File: config.mk
export PLATFORM = sky130hd
export DESIGN_NAME = matrix_multiply_3x3_core
export DESIGN_NICKNAME = d
export VERILOG_FILES = /design/src/hdl/mm3_pkg.sv /design/src/hdl/mm3_ctrl.sv /design/src/hdl/mm3_dpath.sv /design/src/hdl/matrix_multiply_3x3_core.sv
export SDC_FILE = /design/constraint.sdc
export NUM_CORES = 1
export LEC_CHECK = 0
export BUFFER_PORTS_ARGS = -buffer_cell sky130_fd_sc_hd__buf_2
export CAP_MARGIN = 20
export CORE_MARGIN = 2
export CORE_UTILIZATION = 65
export DETAILED_ROUTE_END_ITERATION = 10
export PLACE_DENSITY = 0.82
export SLEW_MARGIN = 0
export SYNTH_ARGS = -nofsm -noshare
export SYNTH_HDL_FRONTEND = slang
export SYNTH_SLANG_ARGS = --single-unit
File: constraint.sdc
create_clock -name i_clk -period 17 [get_ports i_clk]
set_input_delay 1.7 -clock i_clk [delete_from_list [all_inputs] [get_ports i_clk]]
set_output_delay 1.7 -clock i_clk [all_outputs]
set_load 0.02 [all_outputs]
File: src/hdl/mm3_pkg.sv
// Shared types and constants for the 3x3 matrix multiplier.
// No dependencies; imported by mm3_ctrl, mm3_dpath, matrix_multiply_3x3_core and the testbench.
`default_nettype none

package mm3_pkg;

    localparam int DIM_DEF        = 3;
    localparam int ELEM_WIDTH_DEF = 16;
    localparam int IDX_W          = 2;   // row/col field width on the ports
    localparam int REQ_W          = 2;
    localparam int PROD_W         = 33;  // product field width, sum kept modulo 2^PROD_W

    typedef enum logic [REQ_W-1:0] {
        REQ_LOAD_A  = 2'd0,
        REQ_LOAD_B  = 2'd1,
        REQ_COMPUTE = 2'd2
    } t_req;

    typedef enum logic [2:0] {
        ST_IDLE,
        ST_ISSUE,
        ST_WAIT1,
        ST_WAIT2,
        ST_EMIT
    } t_state;

    typedef struct packed {
        logic wr_a;      // write element of A
        logic wr_b;      // write element of B
        logic issue;     // read A[i][k], B[k][j] into the MAC pipe
        logic first;     // issued term is k == 0, restarts the accumulator
        logic load_out;  // move accumulator into the output register
        logic last;      // element being loaded is the final one
    } t_cmd;

    typedef struct packed {
        logic out_free;  // output register empty or being drained this cycle
    } t_sts;

endpackage

`default_nettype wire

File: src/hdl/mm3_ctrl.sv
// Controller FSM for the matrix multiplier: input handshake and i/j/k sequencing.
// Depends on mm3_pkg; drives mm3_dpath through t_cmd and reads t_sts.
`default_nettype none

module mm3_ctrl
    import mm3_pkg::*;
#(
    parameter int DIM = DIM_DEF
) (
    input  wire logic                     i_clk,
    input  wire logic                     i_rst_n,
    input  wire logic                     i_valid,
    input  wire logic [REQ_W-1:0]         i_req_type,
    input  wire logic [IDX_W-1:0]         i_row,
    input  wire logic [IDX_W-1:0]         i_col,
    output logic                          o_ready,
    input  wire t_sts                     i_sts,
    output t_cmd                          o_cmd,
    output logic [$clog2(DIM)-1:0]        o_idx_i,
    output logic [$clog2(DIM)-1:0]        o_idx_j,
    output logic [$clog2(DIM)-1:0]        o_idx_k
);

    localparam int IW = $clog2(DIM);
    localparam logic [IW-1:0] LAST_IDX = IW'(DIM - 1);

    t_state          r_state, n_state;
    logic [IW-1:0]   r_i, n_i;
    logic [IW-1:0]   r_j, n_j;
    logic [IW-1:0]   r_k, n_k;
    logic            accept;
    logic            in_range;
    logic            elem_last;

    assign accept    = i_valid && o_ready;
    assign in_range  = (32'(i_row) < DIM) && (32'(i_col) < DIM);
    assign elem_last = (r_i == LAST_IDX) && (r_j == LAST_IDX);

    // next state
    always_comb begin
        n_state = r_state;
        case (r_state)
            ST_IDLE: begin
                if (accept && (i_req_type == REQ_COMPUTE)) n_state = ST_ISSUE;
            end
            ST_ISSUE: begin
                if (r_k == LAST_IDX) n_state = ST_WAIT1;
            end
            ST_WAIT1: n_state = ST_WAIT2;
            ST_WAIT2: n_state = ST_EMIT;
            ST_EMIT: begin
                if (i_sts.out_free) n_state = elem_last ? ST_IDLE : ST_ISSUE;
            end
            default: n_state = ST_IDLE;
        endcase
    end

    // outputs; ready is high throughout idle, so valid alone marks a write
    always_comb begin
        o_ready = 1'b0;
        o_cmd   = '0;
        case (r_state)
            ST_IDLE: begin
                o_ready    = 1'b1;
                o_cmd.wr_a = i_valid && in_range && (i_req_type == REQ_LOAD_A);
                o_cmd.wr_b = i_valid && in_range && (i_req_type == REQ_LOAD_B);
            end
            ST_ISSUE: begin
                o_cmd.issue = 1'b1;
                o_cmd.first = (r_k == '0);
            end
            ST_EMIT: begin
                o_cmd.load_out = i_sts.out_free;
                o_cmd.last     = elem_last;
            end
            default: o_cmd = '0;
        endcase
    end

    // loop counters
    always_comb begin
        n_i = r_i;
        n_j = r_j;
        n_k = r_k;
        case (r_state)
            ST_IDLE: begin
                n_i = '0;
                n_j = '0;
                n_k = '0;
            end
            ST_ISSUE: begin
                n_k = (r_k == LAST_IDX) ? '0 : r_k + 1'b1;
            end
            ST_EMIT: begin
                if (i_sts.out_free && !elem_last) begin
                    if (r_j == LAST_IDX) begin
                        n_j = '0;
                        n_i = r_i + 1'b1;
                    end else begin
                        n_j = r_j + 1'b1;
                    end
                end
            end
            default: n_k = r_k;
        endcase
    end

    always_ff @(posedge i_clk) begin
        if (!i_rst_n) begin
            r_state <= ST_IDLE;
            r_i     <= '0;
            r_j     <= '0;
            r_k     <= '0;
        end else begin
            r_state <= n_state;
            r_i     <= n_i;
            r_j     <= n_j;
            r_k     <= n_k;
        end
    end

    assign o_idx_i = r_i;
    assign o_idx_j = r_j;
    assign o_idx_k = r_k;

    a_no_write_while_busy: assert property (@(posedge i_clk) disable iff (!i_rst_n)
        (o_cmd.wr_a || o_cmd.wr_b) |-> !o_cmd.issue && !o_cmd.load_out)
        else $error("matrix write overlaps a compute");

    a_last_returns_idle: assert property (@(posedge i_clk) disable iff (!i_rst_n)
        (o_cmd.load_out && o_cmd.last) |=> (r_state == ST_IDLE))
        else $error("controller did not return to idle after final element");

    a_issue_restarts_at_k0: assert property (@(posedge i_clk) disable iff (!i_rst_n)
        ($rose(o_cmd.issue)) |-> o_cmd.first)
        else $error("dot product started at nonzero k");

endmodule

`default_nettype wire

File: src/hdl/mm3_dpath.sv
// Datapath: A/B element memories, registered multiply, accumulator, output register.
// Depends on mm3_pkg; commanded by mm3_ctrl.
`default_nettype none

module mm3_dpath
    import mm3_pkg::*;
#(
    parameter int DIM        = DIM_DEF,
    parameter int ELEM_WIDTH = ELEM_WIDTH_DEF
) (
    input  wire logic                          i_clk,
    input  wire logic                          i_rst_n,
    input  wire t_cmd                          i_cmd,
    input  wire logic [IDX_W-1:0]              i_row,
    input  wire logic [IDX_W-1:0]              i_col,
    input  wire logic signed [ELEM_WIDTH-1:0]  i_elem_value,
    input  wire logic [$clog2(DIM)-1:0]        i_idx_i,
    input  wire logic [$clog2(DIM)-1:0]        i_idx_j,
    input  wire logic [$clog2(DIM)-1:0]        i_idx_k,
    input  wire logic                          i_out_ready,
    output t_sts                               o_sts,
    output logic                               o_valid,
    output logic [IDX_W-1:0]                   o_out_row,
    output logic [IDX_W-1:0]                   o_out_col,
    output logic signed [PROD_W-1:0]           o_product_value,
    output logic                               o_last
);

    localparam int DEPTH = DIM * DIM;
    localparam int AW    = $clog2(DEPTH);
    localparam int PW    = 2 * ELEM_WIDTH;
    localparam int XW    = (PW > PROD_W) ? PW : PROD_W;

    logic signed [ELEM_WIDTH-1:0] r_mem_a [DEPTH];
    logic signed [ELEM_WIDTH-1:0] r_mem_b [DEPTH];

    logic [AW-1:0]                wr_addr;
    logic [AW-1:0]                a_addr;
    logic [AW-1:0]                b_addr;
    logic signed [ELEM_WIDTH-1:0] r_a_rd;
    logic signed [ELEM_WIDTH-1:0] r_b_rd;
    logic                         r_v1, r_first1;
    logic signed [PW-1:0]         r_prod;
    logic                         r_v2, r_first2;
    logic signed [XW-1:0]         prod_ext;
    logic signed [PROD_W-1:0]     r_acc;
    logic                         r_out_valid;
    logic [IDX_W-1:0]             r_out_row;
    logic [IDX_W-1:0]             r_out_col;
    logic signed [PROD_W-1:0]     r_out_value;
    logic                         r_out_last;

    assign wr_addr = AW'(int'(i_row) * DIM + int'(i_col));
    assign a_addr  = AW'(int'(i_idx_i) * DIM + int'(i_idx_k));
    assign b_addr  = AW'(int'(i_idx_k) * DIM + int'(i_idx_j));

    always_ff @(posedge i_clk) begin
        if (i_cmd.wr_a) r_mem_a[wr_addr] <= i_elem_value;
        if (i_cmd.wr_b) r_mem_b[wr_addr] <= i_elem_value;
        r_a_rd <= r_mem_a[a_addr];
        r_b_rd <= r_mem_b[b_addr];
    end

    // MAC pipe: read -> multiply -> accumulate
    always_ff @(posedge i_clk) begin
        r_first1 <= i_cmd.first;
        r_prod   <= r_a_rd * r_b_rd;
        r_first2 <= r_first1;
    end

    always_ff @(posedge i_clk) begin
        if (!i_rst_n) begin
            r_v1 <= 1'b0;
            r_v2 <= 1'b0;
        end else begin
            r_v1 <= i_cmd.issue;
            r_v2 <= r_v1;
        end
    end

    assign prod_ext = XW'(r_prod);

    always_ff @(posedge i_clk) begin
        if (r_v2) begin
            r_acc <= r_first2 ? prod_ext[PROD_W-1:0] : r_acc + prod_ext[PROD_W-1:0];
        end
    end

    // output register
    assign o_sts.out_free = !r_out_valid || i_out_ready;

    always_ff @(posedge i_clk) begin
        if (!i_rst_n) begin
            r_out_valid <= 1'b0;
        end else if (i_cmd.load_out) begin
            r_out_valid <= 1'b1;
        end else if (i_out_ready) begin
            r_out_valid <= 1'b0;
        end
    end

    always_ff @(posedge i_clk) begin
        if (i_cmd.load_out) begin
            r_out_row   <= IDX_W'(i_idx_i);
            r_out_col   <= IDX_W'(i_idx_j);
            r_out_value <= r_acc;
            r_out_last  <= i_cmd.last;
        end
    end

    assign o_valid         = r_out_valid;
    assign o_out_row       = r_out_row;
    assign o_out_col       = r_out_col;
    assign o_product_value = r_out_value;
    assign o_last          = r_out_last;

    a_load_only_when_free: assert property (@(posedge i_clk) disable iff (!i_rst_n)
        i_cmd.load_out |-> o_sts.out_free)
        else $error("output register overwritten while holding a request");

    a_pipe_drained_at_emit: assert property (@(posedge i_clk) disable iff (!i_rst_n)
        i_cmd.load_out |-> !r_v1 && !r_v2 && !i_cmd.issue)
        else $error("accumulator taken before its last term arrived");

    a_out_held_on_stall: assert property (@(posedge i_clk) disable iff (!i_rst_n)
        (o_valid && !i_out_ready) |=>
            (o_valid && $stable(o_product_value) && $stable(o_last)))
        else $error("stalled result changed before it was taken");

endmodule

`default_nettype wire

File: src/hdl/matrix_multiply_3x3_core.sv
// Top level of the DIM x DIM signed matrix multiplier.
// Depends on mm3_pkg, mm3_ctrl and mm3_dpath.
//
// Input channel (i_valid / o_ready): one request per handshake.
//   req_type LOAD_A / LOAD_B writes elem_value to A[row][col] / B[row][col];
//   a row or col of DIM or more is dropped. Loads are accepted back to back.
//   COMPUTE emits all DIM*DIM elements of A*B in row-major order; o_last marks
//   the final one. req_type 3 is taken and ignored.
// Output channel (o_valid / i_ready): out_row, out_col, product_value, last.
// Each product element runs one read of A[i][k] and B[k][j] per k through a shared
// registered multiplier and accumulator, then drains the pipe (WAIT1, WAIT2) and
// loads the output register in EMIT; a receiver holding i_ready low stalls the sequence.
// No new request is taken while a compute request is in progress.
// The first result leaves once the first element has passed ISSUE, WAIT1, WAIT2 and EMIT.
// A stalled receiver holds the output register and the sequencer waits; the
// next request is accepted once the final element is in the output register.
// Reset clears the controller and output valid; matrix contents are undefined
// until written.
`default_nettype none

module matrix_multiply_3x3_core
    import mm3_pkg::*;
#(
    parameter int DIM        = DIM_DEF,
    parameter int ELEM_WIDTH = ELEM_WIDTH_DEF
) (
    input  wire logic                          i_clk,
    input  wire logic                          i_rst_n,
    input  wire logic                          i_valid,
    output logic                               o_ready,
    input  wire logic [REQ_W-1:0]              i_req_type,
    input  wire logic [IDX_W-1:0]              i_row,
    input  wire logic [IDX_W-1:0]              i_col,
    input  wire logic signed [ELEM_WIDTH-1:0]  i_elem_value,
    output logic                               o_valid,
    input  wire logic                          i_ready,
    output logic [IDX_W-1:0]                   o_out_row,
    output logic [IDX_W-1:0]                   o_out_col,
    output logic signed [PROD_W-1:0]           o_product_value,
    output logic                               o_last
);

    localparam int IW = $clog2(DIM);

    t_cmd          cmd;
    t_sts          sts;
    logic [IW-1:0] idx_i;
    logic [IW-1:0] idx_j;
    logic [IW-1:0] idx_k;

    mm3_ctrl #(
        .DIM(DIM)
    ) u_ctrl (
        .i_clk      (i_clk),
        .i_rst_n    (i_rst_n),
        .i_valid    (i_valid),
        .i_req_type (i_req_type),
        .i_row      (i_row),
        .i_col      (i_col),
        .o_ready    (o_ready),
        .i_sts      (sts),
        .o_cmd      (cmd),
        .o_idx_i    (idx_i),
        .o_idx_j    (idx_j),
        .o_idx_k    (idx_k)
    );

    mm3_dpath #(
        .DIM        (DIM),
        .ELEM_WIDTH (ELEM_WIDTH)
    ) u_dpath (
        .i_clk           (i_clk),
        .i_rst_n         (i_rst_n),
        .i_cmd           (cmd),
        .i_row           (i_row),
        .i_col           (i_col),
        .i_elem_value    (i_elem_value),
        .i_idx_i         (idx_i),
        .i_idx_j         (idx_j),
        .i_idx_k         (idx_k),
        .i_out_ready     (i_ready),
        .o_sts           (sts),
        .o_valid         (o_valid),
        .o_out_row       (o_out_row),
        .o_out_col       (o_out_col),
        .o_product_value (o_product_value),
        .o_last          (o_last)
    );

endmodule

`default_nettype wire

==> results.ini, run 1 <==
[synth]
synth_area_mm2=0.0273
ys_types=83
synth_commonest_cells=359 x edfxtp_1, 311 x inv_1, 269 x fa_1
synthFlopType=edfxtp_1
ys_ff_latch=437
async_reset_ff_share_pct=0
ys_seq_area_share_pct=45.2
synth_area_leaders=edfxtp_1 39%, fa_1 20%, ha_1 5.8%
syn_avg_cell_area_um2=12.8
netlist.top_cell.by_area=edfxtp_1
synth_most_common_cell=edfxtp_1
synth_top_area_share_pct=39.5
synth_edf_count=359
synth_cells=2133
syn_nets=2554
yosys_warnings=0

[clock_network]
cts_made_buffers=45
clock_latency_ns=0.59
cts_resized=0
ctsHoldBuffers=0
cts_setup_buffers=0
clock_sinks=437
htree_levels=2
cts_root_buf=clkbuf_16
clk_path_buf_depth=3
cts.clk_slew.worst_paths_ns=0.06
cts_tree=built

[critical_path]
timing.critical_path.to_type=flop
cp.required_ns=17.52
worstSetupPathType=flop to flop
crit_slowest_cell=dfxtp_1
critical_path.top_delay_family=adder cells
critPathMaxStageDelay_ns=0.80
r2r_slack_ns=10.71
cp.buffers_inverters=3
cp_common_cell=fa_1
timing.critical_path.cells=nand2_1, fa_1, inv_1, fa_1, fa_1, fa_1, fa_1, inv_1, fa_1, inv_1, ha_1, o211ai_2, a21boi_0, o21ai_0, a21oi_1, o31ai_4, o21ai_2, a311oi_2, xnor2_1
r2r-end=u_dpath.r_prod[30]$_DFF_P_
worst-path-max-fanout=16
r2r_start=u_dpath.r_b_rd[10]$_DFF_P_
arrival_ns=6.81
r2r_cells=19
start_kind=flop

[timing]
hold_viol_final=0
fmax_ghz=0.159
final.setup.worst_slack_ns=10.71
maxSlewHeadroom_pct=26.3
slew_viol_final=0
clock_skew_ns=0.0168
setup_viol=0
finalSetupTns_ns=0
min_period_ns=6.29
worst_pin_slew_ns=1.10
rsz0062_at_grt=no
period_share_pct=37.0

[global_routing]
antenna_found_initial=3
grt.total_usage_pct=27.0
grt_pass1_vias=17500
use_met2_pct=47.9
grt_overflow=0
grt_max_degree=60
grt_pass1_wl_um=91800
use_met1_pct=34.9
busiest_layer=met2
met3_usage_pct=3.49

[detailed_routing]
ant_nets=0
drc=0
via_per_inst=5.91
avgRoutedWirePerCell_um=20.4
drtIter0Drc=1289
drt_wl_total_um=56400
num_vias=16300
dr.pass1.iters=7

[worst_hold_path]
whs_path_depth=0
min_from=u_dpath.r_first1$_SDFF_PN0_
holdCritPathClass=flop to flop
min_to=u_dpath.r_first2$_DFF_P_

[floorplanning]
rows=75
die_y_um=209
dieArea_mm2=0.0437
io-pin-count=66
core_area_mm2=0.0417
start_util_pct=65.5
die_width_um=209

[cells_and_area]
drive_gt1_share_pct=12.2
syn_to_final_growth_pct=9.16
nets=2610

[place]
dpl_worst_slack_ns=10.79
port_buffers=65
gp_congestion=0.884
dp_hpwl_um=39000

[power_and_ir_drop]
powerDensity_mw_per_mm2=163
irDropWorstVdd_v=0.000153
power.leakage_uw=0.0118

[status]
status=completed

[run]
max_cap_viol_count=0

==> metrics by stage <==
step	utilization (%)	hold WS, ns	instance area [um^2]	std cells	total power (uW)
4_1_cts	71.3	0.326	29700	2757	4880
3_3_place_gp	67.7	0.314	28200	2677	3740
3_5_place_dp	67.7	0.313	28200	2677	3860
5_1_grt	71.5	0.327	29800	2761	5250
6_report	71.5	0.327	29800	2762	4870
2_1_floorplan	-	0.310	27300	2133	3370
==> cell type report <==
type	count	area (um^2)
fillers	2695	11900
well taps	539	674
multi-input cells	1316	13600
flip-flops and latches	437	12300
inverters	312	1170
repair buffers	77	463
diodes	1	2.50
clock inverters	28	369
clock buffers	52	1150
==> cells by family after synthesis <==
kind of cell / share of synthesized area, %
xor+xnor: 1.73
fa+ha+maj: 25.5
compound gates: 6.20
simple gates: 9.45
flops: 45.2
mux: 6.65
buf+inv: 5.26
==> worst max path at each step <==
stage	start	to	slack, ns	depth (start not counted)
after global routing	u_dpath.r_b_rd[1]$_DFF_P_	u_dpath.r_prod[25]$_DFF_P_	10.41	19
after floorplan	u_dpath.r_a_rd[11]$_DFF_P_	u_dpath.r_prod[25]$_DFF_P_	11.22	20
final	u_dpath.r_b_rd[10]$_DFF_P_	u_dpath.r_prod[30]$_DFF_P_	10.71	19
after CTS	u_dpath.r_b_rd[1]$_DFF_P_	u_dpath.r_prod[25]$_DFF_P_	10.77	19
after detailed placement	u_dpath.r_b_rd[1]$_DFF_P_	u_dpath.r_prod[25]$_DFF_P_	10.79	19
after global placement	u_dpath.r_a_rd[11]$_DFF_P_	u_dpath.r_prod[25]$_DFF_P_	10.90	19
==> routing by layer <==
| metal | vias to the layer above | wire length, um |
|---|---|---|
| met5 | - | 25 |
| met4 | 4 | 1390 |
| met3 | 109 | 3480 |
| met2 | 632 | 29100 |
| met1 | 8255 | 22400 |
| li1 | 7322 | - |
==> power breakdown <==
part / switching (uW) / internal, uW / leakage [uW]
clock: 423 / 585 / 0.000729
combinational: 1440 / 1130 / 0.00718
sequential: 40.6 / 1260 / 0.00388
==> state kept, by name, indices dropped and copies added (netlist names) <==
| signal | count |
|---|---|
| u_ctrl.o_idx_i | 2 |
| u_ctrl.o_idx_j | 2 |
| u_ctrl.o_idx_k | 2 |
| u_ctrl.r_state | 3 |
| u_dpath.o_last | 1 |
| u_dpath.o_out_col | 2 |
| u_dpath.o_out_row | 2 |
| u_dpath.o_product_value | 33 |
| u_dpath.o_valid | 1 |
| u_dpath.r_a_rd | 16 |
| u_dpath.r_acc | 33 |
| u_dpath.r_b_rd | 16 |
| u_dpath.r_first1 | 1 |
| u_dpath.r_first2 | 1 |
| u_dpath.r_mem_a | 144 |
| u_dpath.r_mem_b | 144 |
| u_dpath.r_prod | 32 |
| u_dpath.r_v1 | 1 |
| u_dpath.r_v2 | 1 |
==> cell usage in the layout, fill, tap and decap left out, drive strengths merged, types with 14 or more instances in the layout <==
| cell type | synthesis | final |
|---|---|---|
| nor2 | 65 | 65 |
| nor3 | 18 | 18 |
| nand3 | 17 | 17 |
| nor2b | 14 | 14 |
| xor2 | 16 | 16 |
| inv | 311 | 312 |
| clkinv | 1 | 20 |
| fa | 269 | 269 |
| o21ai | 102 | 102 |
| clkbuf | 58 | 52 |
| and2 | 128 | 128 |
| a21oi | 51 | 51 |
| dfxtp | 78 | 78 |
| nand2 | 216 | 216 |
| edfxtp | 359 | 359 |
| mux4 | 64 | 64 |
| xnor2 | 38 | 38 |
| buf | 10 | 77 |
| mux2i | 35 | 35 |
| ha | 126 | 126 |
| nand2b | 17 | 17 |
(Power assumes the default switching activity.)
==> run 2, diff against run 1 <==
--- a/config.mk
+++ b/config.mk
@@ -8,9 +8,9 @@
 export BUFFER_PORTS_ARGS = -buffer_cell sky130_fd_sc_hd__buf_2
 export CAP_MARGIN = 20
 export CORE_MARGIN = 2
-export CORE_UTILIZATION = 65
+export CORE_UTILIZATION = 64
 export DETAILED_ROUTE_END_ITERATION = 10
-export PLACE_DENSITY = 0.82
+export PLACE_DENSITY = 0.81
 export SLEW_MARGIN = 0
 export SYNTH_ARGS = -nofsm -noshare
 export SYNTH_HDL_FRONTEND = slang
==> constraint.sdc (replaced) <==
create_clock -name i_clk -period 5.85 [get_ports i_clk]
set_input_delay 0.585 -clock i_clk [delete_from_list [all_inputs] [get_ports i_clk]]
set_output_delay 0.585 -clock i_clk [all_outputs]
set_load 0.02 [all_outputs]
==> run 2 against run 1 <==
Effect of this change:
- wire length shrank 0.67%
- highest routed layer unchanged
- final cell count up 2.1%
- clock skew grew 0.0049 ns
- sequential share of layout area fell by 0.52 points
- via count barely moved
- sequential power rose to 2.9 times the previous value
==> results.ini, run 2 (same netlist as run 1, synthesis figures left out) <==
[critical_path]
cp.buffers_inverters=4
cp_common_cell=fa_1
crit_slowest_cell=fa_1
critPathMaxStageDelay_ns=0.53
timing.critical_path.to_type=flop
worst-path-max-fanout=6
cp.required_ns=6.30
worstSetupPathType=flop to flop
start_kind=flop
timing.critical_path.cells=and2_1, fa_1, inv_1, fa_1, fa_1, inv_1, fa_1, fa_1, inv_1, fa_1, inv_1, ha_4, a211o_1, or3_1, nor3_2, or4_4, a21boi_2, o311a_4, o21ai_2, o311ai_2
arrival_ns=6.13
critical_path.top_delay_family=adder cells

[clock_network]
cts.clk_slew.worst_paths_ns=0.06
cts_made_buffers=43
htree_levels=2
clock_latency_ns=0.59
cts_root_buf=clkbuf_16
cts_tree=built
clk_path_buf_depth=3
clock_sinks=437

[cells_and_area]
num_antenna_cells=0
final_common_cell=edfxtp_1
seqCellArea_mm2=0.0124
multiInputGateArea_mm2=0.0137
nets=2668
final_core_utilization_pct=72.0
syn_to_final_growth_pct=10.9
layout_common_cells=359 x edfxtp_1, 311 x inv_1, 266 x fa_1, 214 x nand2_1, 127 x and2_1
drive_gt1_share_pct=15.8
fillers=2713
reg.largest.list=u_dpath.r_mem_a (144), u_dpath.r_mem_b (144)

[global_routing]
grt_pass1_vias=17500
grt_max_degree=60
antenna_found_initial=1
grt.total_usage_pct=26.3
grt_overflow=0
grt_pass1_wl_um=90400

[timing]
rsz0062_at_grt=yes
period_share_pct=97.2
slew_viol_final=0
hold_slack_ns=0.327
hold_viol_final=0
setup_viol=0
finalSetupTns_ns=0
fmax_ghz=0.176
clock_skew_ns=0.0217
maxSlewHeadroom_pct=26.2
min_period_ns=5.69
worst_pin_slew_ns=1.11

[floorplanning]
dieArea_mm2=0.0443
die_y_um=211
rows=75
core_area_mm2=0.0420
io-pin-count=66
die_width_um=211
start_util_pct=64.9

[status]
status=completed

[power_and_ir_drop]
powerDensity_mw_per_mm2=484
irDropWorstVdd_v=0.000505
power.leakage_uw=0.0120

[run]
max_cap_viol_count=0

[worst_hold_path]
holdCritPathClass=flop to flop

[detailed_routing]
num_vias=16300
drt_wl_total_um=56000
drc=0
ant_nets=0
via_per_inst=5.79
avgRoutedWirePerCell_um=19.9
dr.pass1.iters=5
drtIter0Drc=1042

[place]
gp_congestion=0.940
port_buffers=65
dp_hpwl_um=40500

## run 2: changes by cell type in the layout (fill, tap and decap cells not counted), sizes merged
| cell | previous run | this run |
|---|---|---|
| buf | 77 | 137 |
| bufinv | 6 | 5 |
| clkbuf | 52 | 54 |
| clkinv | 20 | 14 |
| clkinvlp | 2 | 3 |
| diode | 1 | 0 |
| inv | 312 | 314 |
## run 2: layer usage
metal,track usage [%],wire [um],vias to the layer above
li1,-,-,7454
met1,32.7,22000,8174
met2,47.7,29300,552
met3,3.75,3160,130
met4,8.09,1560,2
met5,0,13,-
## run 2: layout make-up
type,instances,area share (%)
well taps,539,2.23
repair buffers,137,3.03
flip-flops and latches,437,40.9
inverters,312,3.87
clock inverters,24,0.992
multi-input cells,1316,45.2
clock buffers,54,3.79
## run 2: power breakdown
group	internal (uW)	leakage [uW]	switching, uW
Combinational	3710	0.00745	4380
Sequential	3660	0.00388	96.6
Clock	1630	0.000693	1180
Total	9000	0.0120	5660
## run 2: metrics by stage
stage	cell area [um^2]	std cells	setup WS [ns]	power, uW
after floorplan	27300	2133	0.0652	9780
after global placement	28600	2737	0.0889	11300
after detailed placement	28600	2737	-0.0759	11600
after CTS	30100	2815	0.0134	14400
after global routing	30300	2819	-0.0227	15800
final	30300	2819	0.163	14700
## run 2: final timing paths
check / slack (ns) / startpoint / endpoint / cells after the start
max: 0.16 / u_dpath.r_a_rd[8]$_DFF_P_ / u_dpath.r_prod[25]$_DFF_P_ / 20
min: 0.33 / u_dpath.r_first1$_SDFF_PN0_ / u_dpath.r_first2$_DFF_P_ / 0
max reg2reg: 0.16 / u_dpath.r_a_rd[8]$_DFF_P_ / u_dpath.r_prod[25]$_DFF_P_ / 20
min reg2reg: 0.33 / u_dpath.r_first1$_SDFF_PN0_ / u_dpath.r_first2$_DFF_P_ / 0
## run 2: timing repair
item | CTS | global route
endpoints found under the setup margin | 4 | 10
hold buffers | 0 | 0
pin swaps | 0 | 22
setup buffers | 0 | 3
gates resized for setup | 8 | 43
